**config.mk**
```make
export PLATFORM = sky130hd
export DESIGN_NAME = pac_cell
export DESIGN_NICKNAME = d
export VERILOG_FILES = /design/src/hdl/pac_pkg.sv /design/src/hdl/pac_cell.sv
export SDC_FILE = /design/constraint.sdc
export NUM_CORES = 1
export LEC_CHECK = 0
export BUFFER_PORTS_ARGS = -buffer_cell sky130_fd_sc_hd__buf_4
export CAP_MARGIN = 15
export CORE_AREA = 2 2 247 249
export DETAILED_ROUTE_END_ITERATION = 7
export DIE_AREA = 0 0 249 251
export HOLD_SLACK_MARGIN = 0.08
export PLACE_DENSITY = 0.45
export SLEW_MARGIN = 25
export SYNTH_ARGS = -nofsm -noshare
export SYNTH_HDL_FRONTEND = slang
export SYNTH_SLANG_ARGS = --single-unit
```
**constraint.sdc**
```tcl
create_clock -name clk -period 5.6 [get_ports clk]
set_input_delay 1.4 -clock clk [delete_from_list [all_inputs] [get_ports clk]]
set_output_delay 1.4 -clock clk [all_outputs]
set_load 0.01 [all_outputs]
```
**src/hdl/pac_pkg.sv**
```systemverilog
// Package for the pairwise box collision engine.
// Holds sizes, the body record type and the overlap helper; no dependencies.
package pac_pkg;
  localparam int MAX_BODIES = 64;
  localparam int COORD_BITS = 32;
  localparam int IDX_BITS = $clog2(MAX_BODIES);
  localparam int CNT_BITS = $clog2(MAX_BODIES + 1);

  localparam logic [1:0] AXIS_X = 2'd0;
  localparam logic [1:0] AXIS_Y = 2'd1;
  localparam logic [1:0] AXIS_Z = 2'd2;

  typedef logic signed [COORD_BITS-1:0] coord_t;
  typedef logic signed [COORD_BITS:0] ovl_t;

  typedef struct packed {
    logic [15:0] id;
    logic        is_static;
    logic        is_flat;
    coord_t      mn_x, mn_y, mn_z, mx_x, mx_y, mx_z;
  } body_t;

  typedef struct packed {
    logic        hit;
    logic [15:0] id_b;
    logic [1:0]  axis;
    logic        neg;
    coord_t      b_x, b_y, b_z;
  } cmp_t;

  // overlap length on one axis, one bit wider so it never wraps
  function automatic ovl_t ovl(coord_t amn, coord_t amx, coord_t bmn, coord_t bmx);
    coord_t l, h;
    l = (amx < bmx) ? amx : bmx;
    h = (amn > bmn) ? amn : bmn;
    return ovl_t'(l) - ovl_t'(h);
  endfunction
endpackage

```
**src/hdl/pac_cell.sv**
```systemverilog
// One storage cell of the body chain: holds a stored body and shifts it on.
// Depends on pac_pkg.
module pac_cell import pac_pkg::*; (
  input  logic  clk,
  input  logic  load,
  input  logic  shift,
  input  body_t new_body,
  input  body_t prev_body,
  output body_t body
);
  // load takes the new body at the tail, shift rotates the chain
  always_ff @(posedge clk) begin
    if (load) begin
      body <= new_body;
    end else if (shift) begin
      body <= prev_body;
    end
  end
endmodule

```
# ---- Word level (Yosys, flattened, before mapping)
# Cells that the tools add are included.
dict set report op_classes {
  muxes 2
  n_reduce_logical 1
}
# operator count
set op_table {}
lappend op_table {{210-bit 2-to-1 mux} 2}
lappend op_table {{2-bit nonzero test} 1}
dict set report word_totals {
  regBits 210
  in_bits 423
  out_inout_bits 210
  elab_cells 12
}

# ---- Depth between registers and ports, before layout
# Gate-level depths: netlist of the first run.
dict set report logic_depth {
  depth_word 2
  depth_mapped 3
  ltp_nobuf 1
}

# ---- Worst setup path after synthesis of the first run
# No wires, ideal clock.
dict set report synth_path {
  kind {input -> register}
  startpoint {input load}
  endpoint {register body[0] in the netlist's numbering, enable pin}
  setup_ns 0.483
  arrival_ns 4.233
  t_required_ns 5.117
  setup_slack_ns 0.884
  cell_stages 3
  n_path_buf 2
  cell_sequence {buf_6 -> buf_6 -> or2_2}
}
dict set report synth_between {
  elab_chain_cells 1
}
# item line_no
set synth_lines {}
lappend synth_lines {{start, declared} pac_cell.sv:5} ;# input logic load,
lappend synth_lines {{2-bit nonzero test (no source line)} --}
lappend synth_lines {{end signal, assigned} pac_cell.sv:14} ;# body <= new_body;
lappend synth_lines {{end signal, assigned} pac_cell.sv:16} ;# body <= prev_body;
lappend synth_lines {{end, declared} pac_cell.sv:9} ;# output body_t body
# Every way passes these cells.
# A chain may end at the register's enable or synchronous reset.

# ---- Worst setup path after layout of the first run
dict set report layout_path {
  startpoint {input load}
  endpoint {register body[106] in the netlist's numbering, enable pin}
}
# The elaborated chain is that of the path after synthesis.

==> out/metrics.yaml, run 1 <==
cts:
  clkTransAtPathRegs_ns: 0.06
  holdBufCountCts: 0
  cts_max_level: 1
  cts_sinks: 210
  cts.repair.resized: 0
  clk_root_buffer_cell: "clkbuf_16"
  cts_tree: "yes"
  postCtsSetupRepairBufs: 0
  cts.path.max_buffers: 3
  cts_buffers: 27
setup_path:
  path_delay_family: "buffers and inverters"
  cp_data_required_time_ns: 5.79
  critPathMaxFanout: 69
  cp-start-kind: "input port"
  worstSetupPathType: "input port to flop"
  cp.arrival_ns: 2.97
  path_cells: "clkbuf_8 -> or2_4 -> buf_12"
  critPathMaxStageDelay_ns: 0.55
  end_kind: "flop"
  critPathBufInv: 2
  slowest_stage: "or2_4"
floorplanning:
  die_area_um2: 62500
  initial_core_util_pct: 14.9
  dieHeight_um: 251
  rows: 90
  coreArea_um2: 59800
  die_w_um: 249
  ios: 633
route:
  totalWireLength_mm: 32.0
  num_vias: 6520
  drt_iter0_drc: 210
  ant_nets: 0
  drc: 0
  first_pass_iters: 4
  wl_per_cell_um: 16.9
  avgViaCountPerCell: 3.45
power_and_ir_drop:
  ir_drop_uv: 187
  total_power_mw: 4.42
  power_frac_seq_pct: 45.0
  combPwrFrac_pct: 18.3
  clock_power_share_pct: 36.7
  leakage_nw: 6.45
  power.density_nw_per_um2: 289
  power.switching_mw: 1.06
  p_int_mw: 3.36
  switching_share_pct: 24.0
timing:
  setup_viol: 0
  hold_violations: 0
  maxSlewHeadroom_pct: 49.7
  post-route-period-util_pct: 49.6
  setup_tns_ns: 0
  tightest_slew_ns: 0.754
  period_minus_slack_ns: 2.78
  fmax_mhz: 360
  hold-worst-slack_ns: 1.15
  drv_slew: 0
  grt_setup_unrepaired: "false"
synthesis:
  ys_types: 5
  ys_seq_area_share_pct: 70.7
  avgSynthCellArea_um2: 20.1
  yosysWarnings: 0
  synth.net_count: 867
  synth_area_um2: 8920
  ys_seq_elements: 210
  syn_inst: 444
final_layout:
  diodes: 0
  drive_gt1_share_pct: 80.0
  largest_register_ff_count: 210
  syn2layout_area_growth_pct: 71.5
  stdcell_area_um2: 15300
  nets: 1511
  largest-register: "body"
  fill_cells: 6286
  largestRegisters: "body x210"
worst_hold_path:
  hold_path_class: "input port to flop"
outcome:
  outcome: "finished, final reports clean"
job:
  cap_violations: 0
placed_design:
  port_buffers: 632
  gp_congestion: 0.769
  placed_area_um2: 14500
  hpwlAfterDp_mm: 24.9
global_routing:
  grt_pass1_wl_mm: 45.5
  grt_antenna_before_repair: 0
  grt-ovfl-total: 0
  grt_pass1_vias: 7112
  grt_max_degree: 103
  grt_usage_pct: 9.65
metrics by stage:
step	util (%)	setup slack (ns)	std cells
6_report	25.6	2.82	1891
5_1_grt	25.6	2.70	1891
4_1_cts	25.6	2.81	1891
3_5_place_dp	24.2	2.21	1841
3_3_place_gp	24.2	2.27	1841
2_1_floorplan	-	0.884	444
cells in the mapped netlist:
cell,count,area share (%)
or2_2,1,0.070
mux2_2,210,27
edfxtp_1,210,71
buf_2,2,0.11
buf_6,21,2.7
final cells by class:
type / count / area [um2] / share of cell area [%]
flip-flops and latches: 210 / 6310 / 41.2
repair buffers: 638 / 4830 / 31.6
multi-input cells: 211 / 2370 / 15.5
well taps: 782 / 978 / 6.39
clock buffers: 35 / 706 / 4.61
clock inverters: 15 / 105 / 0.687
power groups by stage:
stage	sequential (mW)	clock [mW]	combinational, mW
floorplan	2.11	0	0.183
global placement	2.02	0	0.830
detailed placement	2.02	0	0.829
CTS	1.99	1.69	0.832
global route	2.01	1.75	0.869
finish	1.99	1.62	0.810
path summary, 6_finish.rpt:
check	endpoint	startpoint	depth (start not counted)	slack (ns)
worst min-delay path	body[19]	prev_body[19]	2	1.15
worst max-delay path	body[106]	load	3	2.82
layout by cell type, fill, tap and decap left out, types with 2 or more instances in the layout:
master     Yosys  final
clkinv_2       0      7
clkbuf_16      0     27
buf_12         0      3
buf_4          0    634
clkbuf_1       0      8
edfxtp_1     210    210
clkinv_1       0      4
mux2_2       210    210
inv_6          0      2
layer usage:
| metal | GRT usage, % | wire (um) |
|---|---|---|
| met5 | 0 | 0 |
| met4 | 2.65 | 654 |
| met3 | 3.67 | 3080 |
| met2 | 17.9 | 16900 |
| met1 | 10.2 | 11400 |
logic make-up (layout without fill, tap and decap cells):
logic type | count (synthesis) | after routing | synth area share [%]
mux | 210 | 210 | 26.5
flops | 210 | 210 | 70.7
simple gates | 1 | 1 | 0.0702
buf+inv | 23 | 688 | 2.76
No activity file was read; power rests on OpenSTA's default activity.
==> run 2: changes to the inputs <==
==> constraint.sdc (replaced) <==
create_clock -name clk -period 2.8 [get_ports clk]
set_input_delay 0.7 -clock clk [delete_from_list [all_inputs] [get_ports clk]]
set_output_delay 0.7 -clock clk [all_outputs]
set_load 0.01 [all_outputs]
==> run 2 against run 1 <==
Against the previous run:
- design area increased by 1.4%
- die area unchanged
- hold slack got worse by 0.70 ns
- final cell count increased by 0.90%
- count of clock-buffer cells in the layout decreased by 4
- combinational power increased by 100%
- worst setup slack got worse by 1.9 ns
==> out/metrics.yaml, run 2 (same netlist as run 1, synthesis figures left out) <==
setup_path:
  critPathMaxStageDelay_ns: 0.45
  cp_data_required_time_ns: 2.10
  worstSetupPathType: "flop to primary output"
  path_delay_family: "flip-flops"
  cp-start-kind: "flop"
  end_kind: "primary output"
  critPathBufInv: 1
  path_cells: "buf_4"
  critPathMaxFanout: 1
  cp.arrival_ns: 1.16
  slowest_stage: "edfxtp_1"
route:
  ant_nets: 0
  first_pass_iters: 4
  wl_per_cell_um: 17.4
  avgViaCountPerCell: 3.44
  drt_iter0_drc: 216
  drc: 0
  num_vias: 6570
  totalWireLength_mm: 33.3
power_and_ir_drop:
  p_int_mw: 6.71
  clock_power_share_pct: 35.9
  leakage_nw: 6.57
  power.switching_mw: 2.10
  power.density_nw_per_um2: 568
  power_frac_seq_pct: 45.2
  ir_drop_uv: 375
  switching_share_pct: 23.8
  combPwrFrac_pct: 18.9
timing:
  fmax_mhz: 537
  tightest_slew_ns: 0.439
  hold_violations: 0
  maxSlewHeadroom_pct: 70.7
  period_minus_slack_ns: 1.86
  drv_slew: 0
  hold-worst-slack_ns: 0.449
  setup_viol: 0
  grt_setup_unrepaired: "false"
  post-route-period-util_pct: 66.5
floorplanning:
  rows: 90
  die_area_um2: 62500
  die_w_um: 249
  dieHeight_um: 251
  initial_core_util_pct: 14.9
  coreArea_um2: 59800
  ios: 633
worst_hold_path:
  hp-start: "prev_body[91]"
  min_path_cells: 2
  hold_path_class: "input port to flop"
  hold_end: "body[91]"
placed_design:
  port_buffers: 632
  hpwlAfterDp_mm: 26.7
  placed_area_um2: 14700
  gp_congestion: 0.771
final_layout:
  largestRegisters: "body x210"
  nets: 1531
  stdcell_area_um2: 15500
  largest_register_ff_count: 210
  syn2layout_area_growth_pct: 73.9
  largest-register: "body"
  diodes: 0
  layout_commonest_cell: "buf_4"
  drive_gt1_share_pct: 80.4
  layout_common_cells: "buf_4 (648), mux2_2 (210), edfxtp_1 (210)"
  fill_cells: 6255
cts:
  cts.repair.resized: 0
  holdBufCountCts: 0
  clk_root_buffer_cell: "clkbuf_16"
  cts_max_level: 1
  cts_tree: "yes"
  postCtsSetupRepairBufs: 0
  cts_buffers: 26
  cts.path.max_buffers: 3
  cts_sinks: 210
  clkTransAtPathRegs_ns: 0.06
global_routing:
  grt_pass1_vias: 7189
  grt_antenna_before_repair: 1
  grt_usage_pct: 10.2
  grt_pass1_wl_mm: 47.6
  grt_max_degree: 69
  grt-ovfl-total: 0
outcome:
  outcome: "finished, final reports clean"
job:
  cap_violations: 0
==> run 2: cell count changes in the layout (fill, tap and decap cells not counted) <==
| cell | previous run | this run |
|---|---|---|
| buf_4 | 634 | 648 |
| buf_12 | 3 | 10 |
| clkbuf_1 | 8 | 4 |
| clkinv_1 | 4 | 7 |
| inv_6 | 2 | 0 |
| clkinvlp_4 | 1 | 0 |
==> run 2: power by group through the flow <==
stage          Sequential, mW  Combinational [mW]  Clock, mW
6_report                 3.98                1.66       3.16
5_1_grt                  4.01                1.79       3.43
4_1_cts                  3.99                1.71       3.29
3_5_place_dp             4.05                1.70          0
3_3_place_gp             4.05                1.70          0
2_1_floorplan            4.22               0.368          0
==> run 2: metal layers <==
layer | share of wire (%) | GRT usage [%] | up-vias
met5 | 0 | 0 | -
met4 | 1.8 | 2.77 | 0
met3 | 12 | 4.78 | 35
met2 | 53 | 18.9 | 380
met1 | 34 | 10.1 | 3066
li1 | - | - | 3089
==> run 2: worst max-delay path by stage <==
stage / endpoint / cells past startpoint / from
after floorplan: body[0] / 3 / load
after global placement: body[101] / 4 / load
after detailed placement: body[101] / 4 / load
after CTS: body[104] / 1 / body[104]
after global routing: body[104] / 1 / body[104]
final: body[171] / 1 / body[171]
==> run 2: area by class of cell <==
class,instances,area (um2),share of cell area [%]
clock inverters,15,91.3,0.589
well taps,782,978,6.30
repair buffers,659,5080,32.7
flip-flops and latches,210,6310,40.6
multi-input cells,211,2370,15.3
clock buffers,31,691,4.45
==> run 2: stage by stage <==
step	power [mW]	util [%]	worst slack [ns]	setup TNS [ns]	instances
global route	9.23	26.0	0.862	0	1908
global placement	5.75	24.6	0.728	0	1862
CTS	8.99	26.0	0.851	0	1908
finish	8.81	26.0	0.937	0	1908
detailed placement	5.76	24.6	0.678	0	1862
floorplan	4.59	-	-0.119	-25.01	444
