[config.mk]
export PLATFORM = sky130hd
export DESIGN_NAME = pac_compare
export DESIGN_NICKNAME = d
export VERILOG_FILES = /design/src/hdl/pac_pkg.sv /design/src/hdl/pac_compare.sv
export SDC_FILE = /design/constraint.sdc
export NUM_CORES = 1
export LEC_CHECK = 0
export ABC_CLOCK_PERIOD_IN_PS = 15100
export BUFFER_PORTS_ARGS = -buffer_cell sky130_fd_sc_hd__buf_2
export CORE_MARGIN = 3
export CORE_UTILIZATION = 44
export CTS_CLUSTER_SIZE = 10
export DETAILED_ROUTE_END_ITERATION = 10
export MAX_ROUTING_LAYER = met4
export PLACE_DENSITY = 0.7
export SYNTH_ARGS = -nofsm -noshare
export SYNTH_HDL_FRONTEND = slang
export SYNTH_SLANG_ARGS = --single-unit
[constraint.sdc]
create_clock -name clk -period 15.1 [get_ports clk]
set_input_delay 0.755 -clock clk [delete_from_list [all_inputs] [get_ports clk]]
set_output_delay 0.755 -clock clk [all_outputs]
set_load 0.02 [all_outputs]
[src/hdl/pac_pkg.sv]
// Package for the pairwise box collision engine.
// Holds sizes, the body record type and the overlap helper; no dependencies.
package pac_pkg;
  localparam int MAX_BODIES = 64;
  localparam int COORD_BITS = 32;
  localparam int IDX_BITS = $clog2(MAX_BODIES);
  localparam int CNT_BITS = $clog2(MAX_BODIES + 1);

  localparam logic [1:0] AXIS_X = 2'd0;
  localparam logic [1:0] AXIS_Y = 2'd1;
  localparam logic [1:0] AXIS_Z = 2'd2;

  typedef logic signed [COORD_BITS-1:0] coord_t;
  typedef logic signed [COORD_BITS:0] ovl_t;

  typedef struct packed {
    logic [15:0] id;
    logic        is_static;
    logic        is_flat;
    coord_t      mn_x, mn_y, mn_z, mx_x, mx_y, mx_z;
  } body_t;

  typedef struct packed {
    logic        hit;
    logic [15:0] id_b;
    logic [1:0]  axis;
    logic        neg;
    coord_t      b_x, b_y, b_z;
  } cmp_t;

  // overlap length on one axis, one bit wider so it never wraps
  function automatic ovl_t ovl(coord_t amn, coord_t amx, coord_t bmn, coord_t bmx);
    coord_t l, h;
    l = (amx < bmx) ? amx : bmx;
    h = (amn > bmn) ? amn : bmn;
    return ovl_t'(l) - ovl_t'(h);
  endfunction
endpackage

[src/hdl/pac_compare.sv]
// Registered pair test of the incoming body against one stored body.
// Depends on pac_pkg.
module pac_compare import pac_pkg::*; (
  input  logic  clk,
  input  logic  en,
  input  body_t a,
  input  body_t b,
  output cmp_t  res
);
  cmp_t  c;
  ovl_t  ox, oy, oz;
  logic  apart;
  coord_t amx, bmx;

  always_comb begin
    ox = ovl(a.mn_x, a.mx_x, b.mn_x, b.mx_x);
    oy = ovl(a.mn_y, a.mx_y, b.mn_y, b.mx_y);
    oz = ovl(a.mn_z, a.mx_z, b.mn_z, b.mx_z);
    apart = (a.mx_x < b.mn_x) || (a.mn_x > b.mx_x) ||
            (a.mx_y < b.mn_y) || (a.mn_y > b.mx_y) ||
            (!a.is_flat && ((a.mx_z < b.mn_z) || (a.mn_z > b.mx_z)));
    c.hit = en && !(a.is_static && b.is_static) && (a.is_flat == b.is_flat) && !apart;
    c.id_b = b.id;
    // least overlap, but any tie for the least goes to Z (to Y for flat bodies), even when Z overlaps more
    if (a.is_flat) begin
      c.axis = (ox < oy) ? AXIS_X : AXIS_Y;
    end else if (ox < oy && ox < oz) begin
      c.axis = AXIS_X;
    end else if (oy < ox && oy < oz) begin
      c.axis = AXIS_Y;
    end else begin
      c.axis = AXIS_Z;
    end
    case (c.axis)
      AXIS_X: begin amx = a.mx_x; bmx = b.mx_x; end
      AXIS_Y: begin amx = a.mx_y; bmx = b.mx_y; end
      default: begin amx = a.mx_z; bmx = b.mx_z; end
    endcase
    c.neg = amx < bmx;
    c.b_x = b.mn_x;
    c.b_y = b.mn_y;
    c.b_z = a.is_flat ? '0 : b.mn_z;
  end

  always_ff @(posedge clk) begin
    res <= c;
  end
endmodule

=== Word level (Yosys, flattened, before mapping) ===
Cells that the tools add are included.

* Input port bits: 422
* Register bits: 116
* Word-level logic and storage cells: 57

* Reduce and logical (&&, ||, !) cells: 16
* Multiplexer cells: 12
* $add $sub $neg: 3
* Equality and inequality tests: 2
* Order comparisons: 17

{| class="wikitable"
|+ Operators with widths
! operator !! count
|-
| 32-bit < comparator || 7
|-
| 32-bit greater-than comparator || 6
|-
| 32-bit two-way mux || 6
|-
| 33-bit < comparator || 4
|-
| 32-bit one-hot mux with 2 select lines || 2
|-
| 32-bit by 32-bit subtractor with 33-bit output || 3
|-
| 1-bit logical AND || 7
|-
| 2-bit two-way mux || 3
|-
| 1-bit logical OR || 5
|-
| 1-bit logical NOT || 3
|-
| 2-bit by 1-bit equality test with 1-bit output (second input constant) || 1
|-
| 2-bit logical NOT || 1
|-
| 1-bit equality test || 1
|-
| 1-bit two-way mux || 1
|}

=== Depth between registers and ports, before layout ===
Gate-level depths: netlist of run 1.

* Depth in word-level cells: 11
* Depth in mapped cells: 49
* Mapped depth without buffers: 46

=== Least setup slack after synthesis of run 1 ===
OpenSTA, ideal clock, no wires.

* Path type: input to register
* From: in b[145] (netlist name)
* To: reg res[96] (netlist name)
* Arrival: 9.456 ns
* Stages on the path: 46
* Setup slack: 5.514 ns
* Buffers on the path: 4
* Cells stage by stage: inv_1 > ha_1 > a21o_1 > a21o_1 > a21o_1 > a21o_1 > a21oi_1 > o21ai_0 > a211o_1 > nor3_1 > mux2_2 > clkbuf_1 > buf_2 > mux2i_1 > ha_1 > nor2b_1 > o31a_1 > nor4_1 > [... 10 more ...] > nand4_1 > o21ai_0 > o21ai_0 > a31oi_4 > nor3b_1 > a211o_1 > buf_2 > buf_4 > o221a_1 > ha_1 > nand3_1 > nor3_1 > nand4_1 > a2111oi_0 > o2111ai_1 > nand2b_1 > nor4b_1 > a211oi_1

{| class="wikitable"
|+ RTL lines
! item !! line !! RTL
|-
| start, declared || pac_compare.sv:7 || <nowiki>input body_t b,</nowiki>
|-
| end signal, assigned || pac_compare.sv:46 || <nowiki>res <= c;</nowiki>
|-
| end, declared || pac_compare.sv:8 || <nowiki>output cmp_t res</nowiki>
|}

==> results of run 1 <==
cells in the final DEF (no fill, tap or decap), types with 18 or more instances in the layout:
master / n
sky130_fd_sc_hd__mux2i_1: 114
sky130_fd_sc_hd__o221a_1: 24
sky130_fd_sc_hd__mux2_2: 89
sky130_fd_sc_hd__buf_2: 521
sky130_fd_sc_hd__nor3_1: 33
sky130_fd_sc_hd__nand3_1: 41
sky130_fd_sc_hd__o21ai_0: 115
sky130_fd_sc_hd__ha_1: 600
sky130_fd_sc_hd__o21bai_1: 18
sky130_fd_sc_hd__nor2_1: 133
sky130_fd_sc_hd__xnor2_1: 53
sky130_fd_sc_hd__or2_0: 25
sky130_fd_sc_hd__nor2b_1: 50
sky130_fd_sc_hd__xor2_1: 28
sky130_fd_sc_hd__inv_1: 273
sky130_fd_sc_hd__nand2b_1: 64
sky130_fd_sc_hd__nand4_1: 96
sky130_fd_sc_hd__o211ai_1: 19
sky130_fd_sc_hd__dfxtp_1: 116
sky130_fd_sc_hd__a211oi_1: 21
sky130_fd_sc_hd__a21oi_1: 173
sky130_fd_sc_hd__nand2_1: 83
sky130_fd_sc_hd__a21o_1: 154
sky130_fd_sc_hd__diode_2: 32
sky130_fd_sc_hd__a31oi_1: 19
sky130_fd_sc_hd__o21a_1: 41
sky130_fd_sc_hd__o221ai_1: 37
critical path: cells and delay by family:
kind | cells | cell delay (ns)
and+or+nand+nor | 16 | 3.73
buffers and inverters | 5 | 1.15
AOI/OAI and AO/OA | 18 | 4.25
muxes | 1 | 0.40
adders and majority gates | 5 | 1.76
xor gates and xnor gates | 1 | 0.23
through the flow:
stage	area, um2	power (mW)	std cells	utilization (%)
2_1_floorplan	22400	2.43	2681	-
3_3_place_gp	25700	3.07	3829	51.2
3_5_place_dp	25700	3.11	3829	51.2
4_1_cts	26400	3.59	3860	52.4
5_1_grt	26400	3.97	3890	52.6
6_report	26400	3.62	3892	52.6
cell type report:
cell class	count	area (um2)
fillers	5041	23800
diodes	32	80.1
well taps	672	841
inverters	273	1020
repair buffers	530	2680
flip-flops and latches	116	2320
clock buffers	17	425
multi-input cells	2238	18900
clock inverters	14	201
layer usage:
layer	vias up	track usage [%]	share of wire, %
met2	823	49.9	45
met5	-	-	0
li1	11081	-	-
met4	0	11.2	3.3
met1	10597	41.3	45
met3	122	5.39	6.8
final timing paths:
kind / from / endpoint / slack [ns] / cells past startpoint
setup / recovery: b[191] / res[96] / 3.18 / 46
hold / removal: b[200] / res[105] / 0.36 / 1
logic make-up (layout without fill, tap and decap cells):
family	count (synthesis)	count (layout)	synth area share, %
AND/OR/NAND/NOR	618	618	14.8
buffers and inverters	327	834	5.87
adder cells (fa/ha/maj)	604	604	33.8
XOR/XNOR	81	81	3.16
other	0	32	0
multiplexers	203	203	9.55
flip-flops	116	116	10.3
AO/OA/AOI/OAI	732	732	22.5
power by group:
| part | internal, mW | leakage (nW) | switching (mW) |
|---|---|---|---|
| sequential | 0.327 | 0.975 | 0.00571 |
| combinational | 1.21 | 12.8 | 1.61 |
| clock | 0.276 | 0.300 | 0.188 |
==> results.sh, run 1 <==
export IMPL_drt_wirelength_per_cell_um=22.3
export IMPL_global_route_usage_total_pct=31.8
export IMPL_netlist_cell_types=88
export IMPL_floorplan_initialDensity_pct=44.6
export IMPL_antenna_found_initial=30
export IMPL_worst_endpoint_arrival_ns=12.30
export IMPL_detailed_place_hpwl_mm=76.7
export IMPL_ioPinCount=538
export IMPL_yosys_top_cells_count="sky130_fd_sc_hd__ha_1, sky130_fd_sc_hd__inv_1, sky130_fd_sc_hd__a21oi_1, sky130_fd_sc_hd__a21o_1, sky130_fd_sc_hd__nor2_1"
export IMPL_ctsRootBufferMaster="sky130_fd_sc_hd__clkbuf_16"
export IMPL_die_x_um=232
export IMPL_synth_ff_latch_count=116
export IMPL_grt_setup_unrepaired="no"
export IMPL_final_critical_path_setup_slack_ns=3.18
export IMPL_timing_final_crit_period_ns=11.92
export IMPL_dpl_worst_slack_ns=2.65
export IMPL_async_reset_ff_share_pct=0
export IMPL_achievable_frequency_mhz=83.9
export IMPL_post_route_period_util_pct=78.9
export IMPL_vias=22623
export IMPL_finalWirelength_mm=86.6
export IMPL_syn_avg_cell_area_um2=8.37
export IMPL_top_regs="res (116)"
export IMPL_cts_repair_resize_count=0
export IMPL_layout_drive_gt1_share_pct=21.8
export IMPL_synthesis_nets=3706
export IMPL_clk_pin_slew_ns=0.08
export IMPL_synth_top_area_share_pct=33.5
export IMPL_drc_violations=0
export IMPL_worst_path_most_repeated_cell="sky130_fd_sc_hd__o21ai_0"
export IMPL_post_synth_top_count_cell="sky130_fd_sc_hd__ha_1"
export IMPL_synth_warning_count=0
export IMPL_wire_length_of_the_first_global_routing_pass_mm=125
export IMPL_required_ns=15.48
export IMPL_synth_area_leader_cell="sky130_fd_sc_hd__ha_1"
export IMPL_pin_count_of_the_biggest_net_entering_global_routing=46
export IMPL_post_cts_repair_setup_buffers=0
export IMPL_hold_worst_slack_ns=0.364
export IMPL_grt_pass1_vias=21768
export IMPL_total_clock_buffers_created_by_cts=17
export IMPL_power_density_nw_per_um2=137
export IMPL_headroom_to_the_max_slew_limit_pct=26.8
export IMPL_cell_count_after_synthesis=2681
export IMPL_fp_dieArea_um2=53700
export IMPL_htree_num_levels=4
export IMPL_clockBufferDepth=2
export IMPL_result_of_the_run="complete, no violations"
export IMPL_io_buffers=521
export IMPL_clock_sink_count=116
export IMPL_critical_path_startpoint_type="input port"
export IMPL_worstMarginPinSlew_ns=1.10
export IMPL_synth_edff_count=0
export IMPL_post_drt_via_cell_ratio=5.81
export IMPL_gp_routability_congestion=1.02
export IMPL_timing_setup_tns_ns=0
export IMPL_worst_path_cell_with_the_longest_stage_delay="sky130_fd_sc_hd__a2111oi_0"
export IMPL_rows=82
export IMPL_antenna_left=0
export IMPL_dr_iter_0_viols=1553
export IMPL_finalHoldViolations=0
export IMPL_worstSetupEndpointType="register"
export IMPL_cap_viol_max_count=0
export IMPL_fp_dieH_um=232
export IMPL_cts_hold_fix_buffers=0
export IMPL_grt_overflow=0
export IMPL_timing_hold_worst_class="in -> reg"
export IMPL_largest_register_ff_count=116
export IMPL_area_growth_pct=17.8
export IMPL_floorplan_core_area_um2=50300
export IMPL_tritoncts="built"
export IMPL_total_leakage_power_nw=14.1
export IMPL_syn_area_um2=22400
export IMPL_slew_violations=0
export IMPL_dr_pass1_iters=5
export IMPL_worst_setup_path_type="in -> reg"
export IMPL_report_final_setup_viol=0
export IMPL_critical_path_peak_fanout=45
export IMPL_largest_register="res"
export IMPL_synth_seq_area_share_pct=10.3
export IMPL_final_net_count=4201
export IMPL_synth_top_cells_by_area="sky130_fd_sc_hd__ha_1, sky130_fd_sc_hd__dfxtp_1, sky130_fd_sc_hd__a21o_1"
export IMPL_cp_slowest_stage_delay_ns=0.70
export IMPL_ir_drop_uv=110
export IMPL_synth_flop_cell="sky130_fd_sc_hd__dfxtp_1"
(Power assumes the default switching activity.)
==> run 2, diff against run 1 <==
--- a/config.mk
+++ b/config.mk
@@ -5,7 +5,7 @@
 export SDC_FILE = /design/constraint.sdc
 export NUM_CORES = 1
 export LEC_CHECK = 0
-export ABC_CLOCK_PERIOD_IN_PS = 15100
+export ABC_CLOCK_PERIOD_IN_PS = 11700
 export BUFFER_PORTS_ARGS = -buffer_cell sky130_fd_sc_hd__buf_2
 export CORE_MARGIN = 3
 export CORE_UTILIZATION = 44
==> constraint.sdc (replaced) <==
create_clock -name clk -period 11.7 [get_ports clk]
set_input_delay 0.585 -clock clk [delete_from_list [all_inputs] [get_ports clk]]
set_output_delay 0.585 -clock clk [all_outputs]
set_load 0.02 [all_outputs]
==> run 2 against run 1 <==
  * Global-route usage is 0.057 points higher
  * Critical path depth is 1 lower
  * First-iteration DRC count is 2.4% lower
  * Wire length is 0.78% lower
  * Cell count is 0.95% higher
  * Total power is 29% higher
  * Clock power is 23% higher
  * Largest cell class unchanged
  * Highest routed layer unchanged
==> results.sh, run 2 (synthesized netlist as in run 1, its figures left out) <==
export IMPL_result_of_the_run="complete, no violations"
export IMPL_mostFrequentLayoutCells="sky130_fd_sc_hd__ha_1, sky130_fd_sc_hd__buf_2, sky130_fd_sc_hd__inv_1, sky130_fd_sc_hd__a21oi_1, sky130_fd_sc_hd__a21o_1"
export IMPL_commonest_non_fill_non_tap_cell_in_the_layout="sky130_fd_sc_hd__ha_1"
export IMPL_hold_worst_slack_ns=0.182
export IMPL_post_dp_area_um2=25900
export IMPL_grt_overflow=0
export IMPL_layout_drive_gt1_share_pct=22.3
export IMPL_htree_num_levels=4
export IMPL_critical_path_startpoint_type="input port"
export IMPL_detailed_place_hpwl_mm=76.6
export IMPL_area_growth_pct=18.7
export IMPL_timing_setup_tns_ns=0
export IMPL_tritoncts="built"
export IMPL_post_route_period_util_pct=91.3
export IMPL_worstMarginPinSlew_ns=0.990
export IMPL_worst_endpoint_arrival_ns=11.11
export IMPL_clk_pin_slew_ns=0.07
export IMPL_slew_violations=0
export IMPL_floorplan_core_area_um2=50300
export IMPL_drt_wirelength_per_cell_um=21.9
export IMPL_final_critical_path_setup_slack_ns=1.01
export IMPL_pin_count_of_the_biggest_net_entering_global_routing=41
export IMPL_headroom_to_the_max_slew_limit_pct=33.6
export IMPL_worst_path_most_repeated_cell="sky130_fd_sc_hd__a21o_1"
export IMPL_global_route_usage_total_pct=31.9
export IMPL_top_regs="res (116)"
export IMPL_largest_register_ff_count=116
export IMPL_clockBufferDepth=2
export IMPL_final_core_utilization_pct=53.0
export IMPL_floorplan_initialDensity_pct=44.6
export IMPL_finalWirelength_mm=85.9
export IMPL_post_layout_nonfiller_instances=3929
export IMPL_register_area_um2=2320
export IMPL_timing_hold_worst_class="in -> reg"
export IMPL_power_mw=4.69
export IMPL_fp_dieH_um=232
export IMPL_buffers_plus_inverters_on_the_worst_setup_path=4
export IMPL_num_fill_cells=5048
export IMPL_gp_routability_congestion=1.03
export IMPL_final_net_count=4223
export IMPL_vias=22541
export IMPL_placed_cells=3851
export IMPL_finalHoldViolations=0
export IMPL_grt_setup_unrepaired="no"
export IMPL_io_buffers=521
export IMPL_cap_viol_max_count=0
export IMPL_power_density_nw_per_um2=176
export IMPL_ioPinCount=538
export IMPL_die_x_um=232
export IMPL_total_clock_buffers_created_by_cts=17
export IMPL_total_leakage_power_nw=14.2
export IMPL_worst_hold_startpoint="b[208]"
export IMPL_fp_dieArea_um2=53700
export IMPL_required_ns=12.12
export IMPL_worstSetupEndpointType="register"
export IMPL_layout_cell_area_non_filler_um2=26600
export IMPL_drc_violations=0
export IMPL_worst_path_cell_with_the_longest_stage_delay="sky130_fd_sc_hd__a211o_2"
export IMPL_dpl_worst_slack_ns=0.652
export IMPL_cp_slowest_stage_delay_ns=0.49
export IMPL_post_drt_via_cell_ratio=5.74
export IMPL_largest_register="res"
export IMPL_post_cts_repair_setup_buffers=0
export IMPL_family_with_the_most_delay_on_the_worst_path="compound AO/OA/AOI/OAI gates"
export IMPL_grt_pass1_vias=21952
export IMPL_rows=82
export IMPL_setup_worst_path_start="b[145]"
export IMPL_report_final_setup_viol=0
export IMPL_ir_drop_uv=205
export IMPL_clock_sink_count=116
export IMPL_dr_pass1_iters=5
export IMPL_cts_hold_fix_buffers=0
export IMPL_achievable_frequency_mhz=93.6
export IMPL_worst_setup_path_type="in -> reg"
export IMPL_wire_length_of_the_first_global_routing_pass_mm=125
export IMPL_cts_repair_resize_count=0
export IMPL_antenna_found_initial=44
export IMPL_timing_final_crit_period_ns=10.69
export IMPL_dr_iter_0_viols=1516
export IMPL_multi_input_comb_area_um2=18900
export IMPL_ctsRootBufferMaster="sky130_fd_sc_hd__clkbuf_16"
export IMPL_critical_path_peak_fanout=30
export IMPL_antenna_left=0
-- run 2: cell types whose count changed in the layout (fill, tap and decap cells not counted) --
cell	before	now
sky130_fd_sc_hd__clkinv_4	4	3
sky130_fd_sc_hd__inv_8	0	1
sky130_fd_sc_hd__bufinv_16	4	2
sky130_fd_sc_hd__clkinv_2	1	2
sky130_fd_sc_hd__diode_2	32	46
sky130_fd_sc_hd__inv_6	3	6
sky130_fd_sc_hd__buf_4	9	29
sky130_fd_sc_hd__clkinvlp_4	2	1
sky130_fd_sc_hd__buf_12	0	2
-- run 2: worst paths after layout --
kind	slack [ns]	cells past startpoint	endpoint
hold / removal	0.18	1	res[113]
setup / recovery	1.01	45	res[96]
-- run 2: layout make-up --
| class | instances | share of cell area [%] |
|---|---|---|
| multi-input cells | 2238 | 70.9 |
| clock buffers | 17 | 1.60 |
| repair buffers | 552 | 10.8 |
| well taps | 672 | 3.16 |
| clock inverters | 15 | 0.630 |
| diodes | 46 | 0.432 |
| inverters | 273 | 3.85 |
| flip-flops and latches | 116 | 8.72 |
-- run 2: power by group --
| part | switching [mW] | total (mW) | internal (mW) |
|---|---|---|---|
| combinational | 2.07 | 3.69 | 1.62 |
| clock | 0.253 | 0.571 | 0.318 |
| sequential | 0.00743 | 0.430 | 0.422 |
| total | 2.33 | 4.69 | 2.36 |
-- run 2: metal layers --
metal	global-route usage [%]	vias up	share of wire [%]	wire (um)
li1	-	11174	-	-
met1	41.0	10392	45	38600
met2	48.1	827	43	37200
met3	5.99	148	7.5	6410
met4	15.2	0	4.4	3780
met5	-	-	0	0
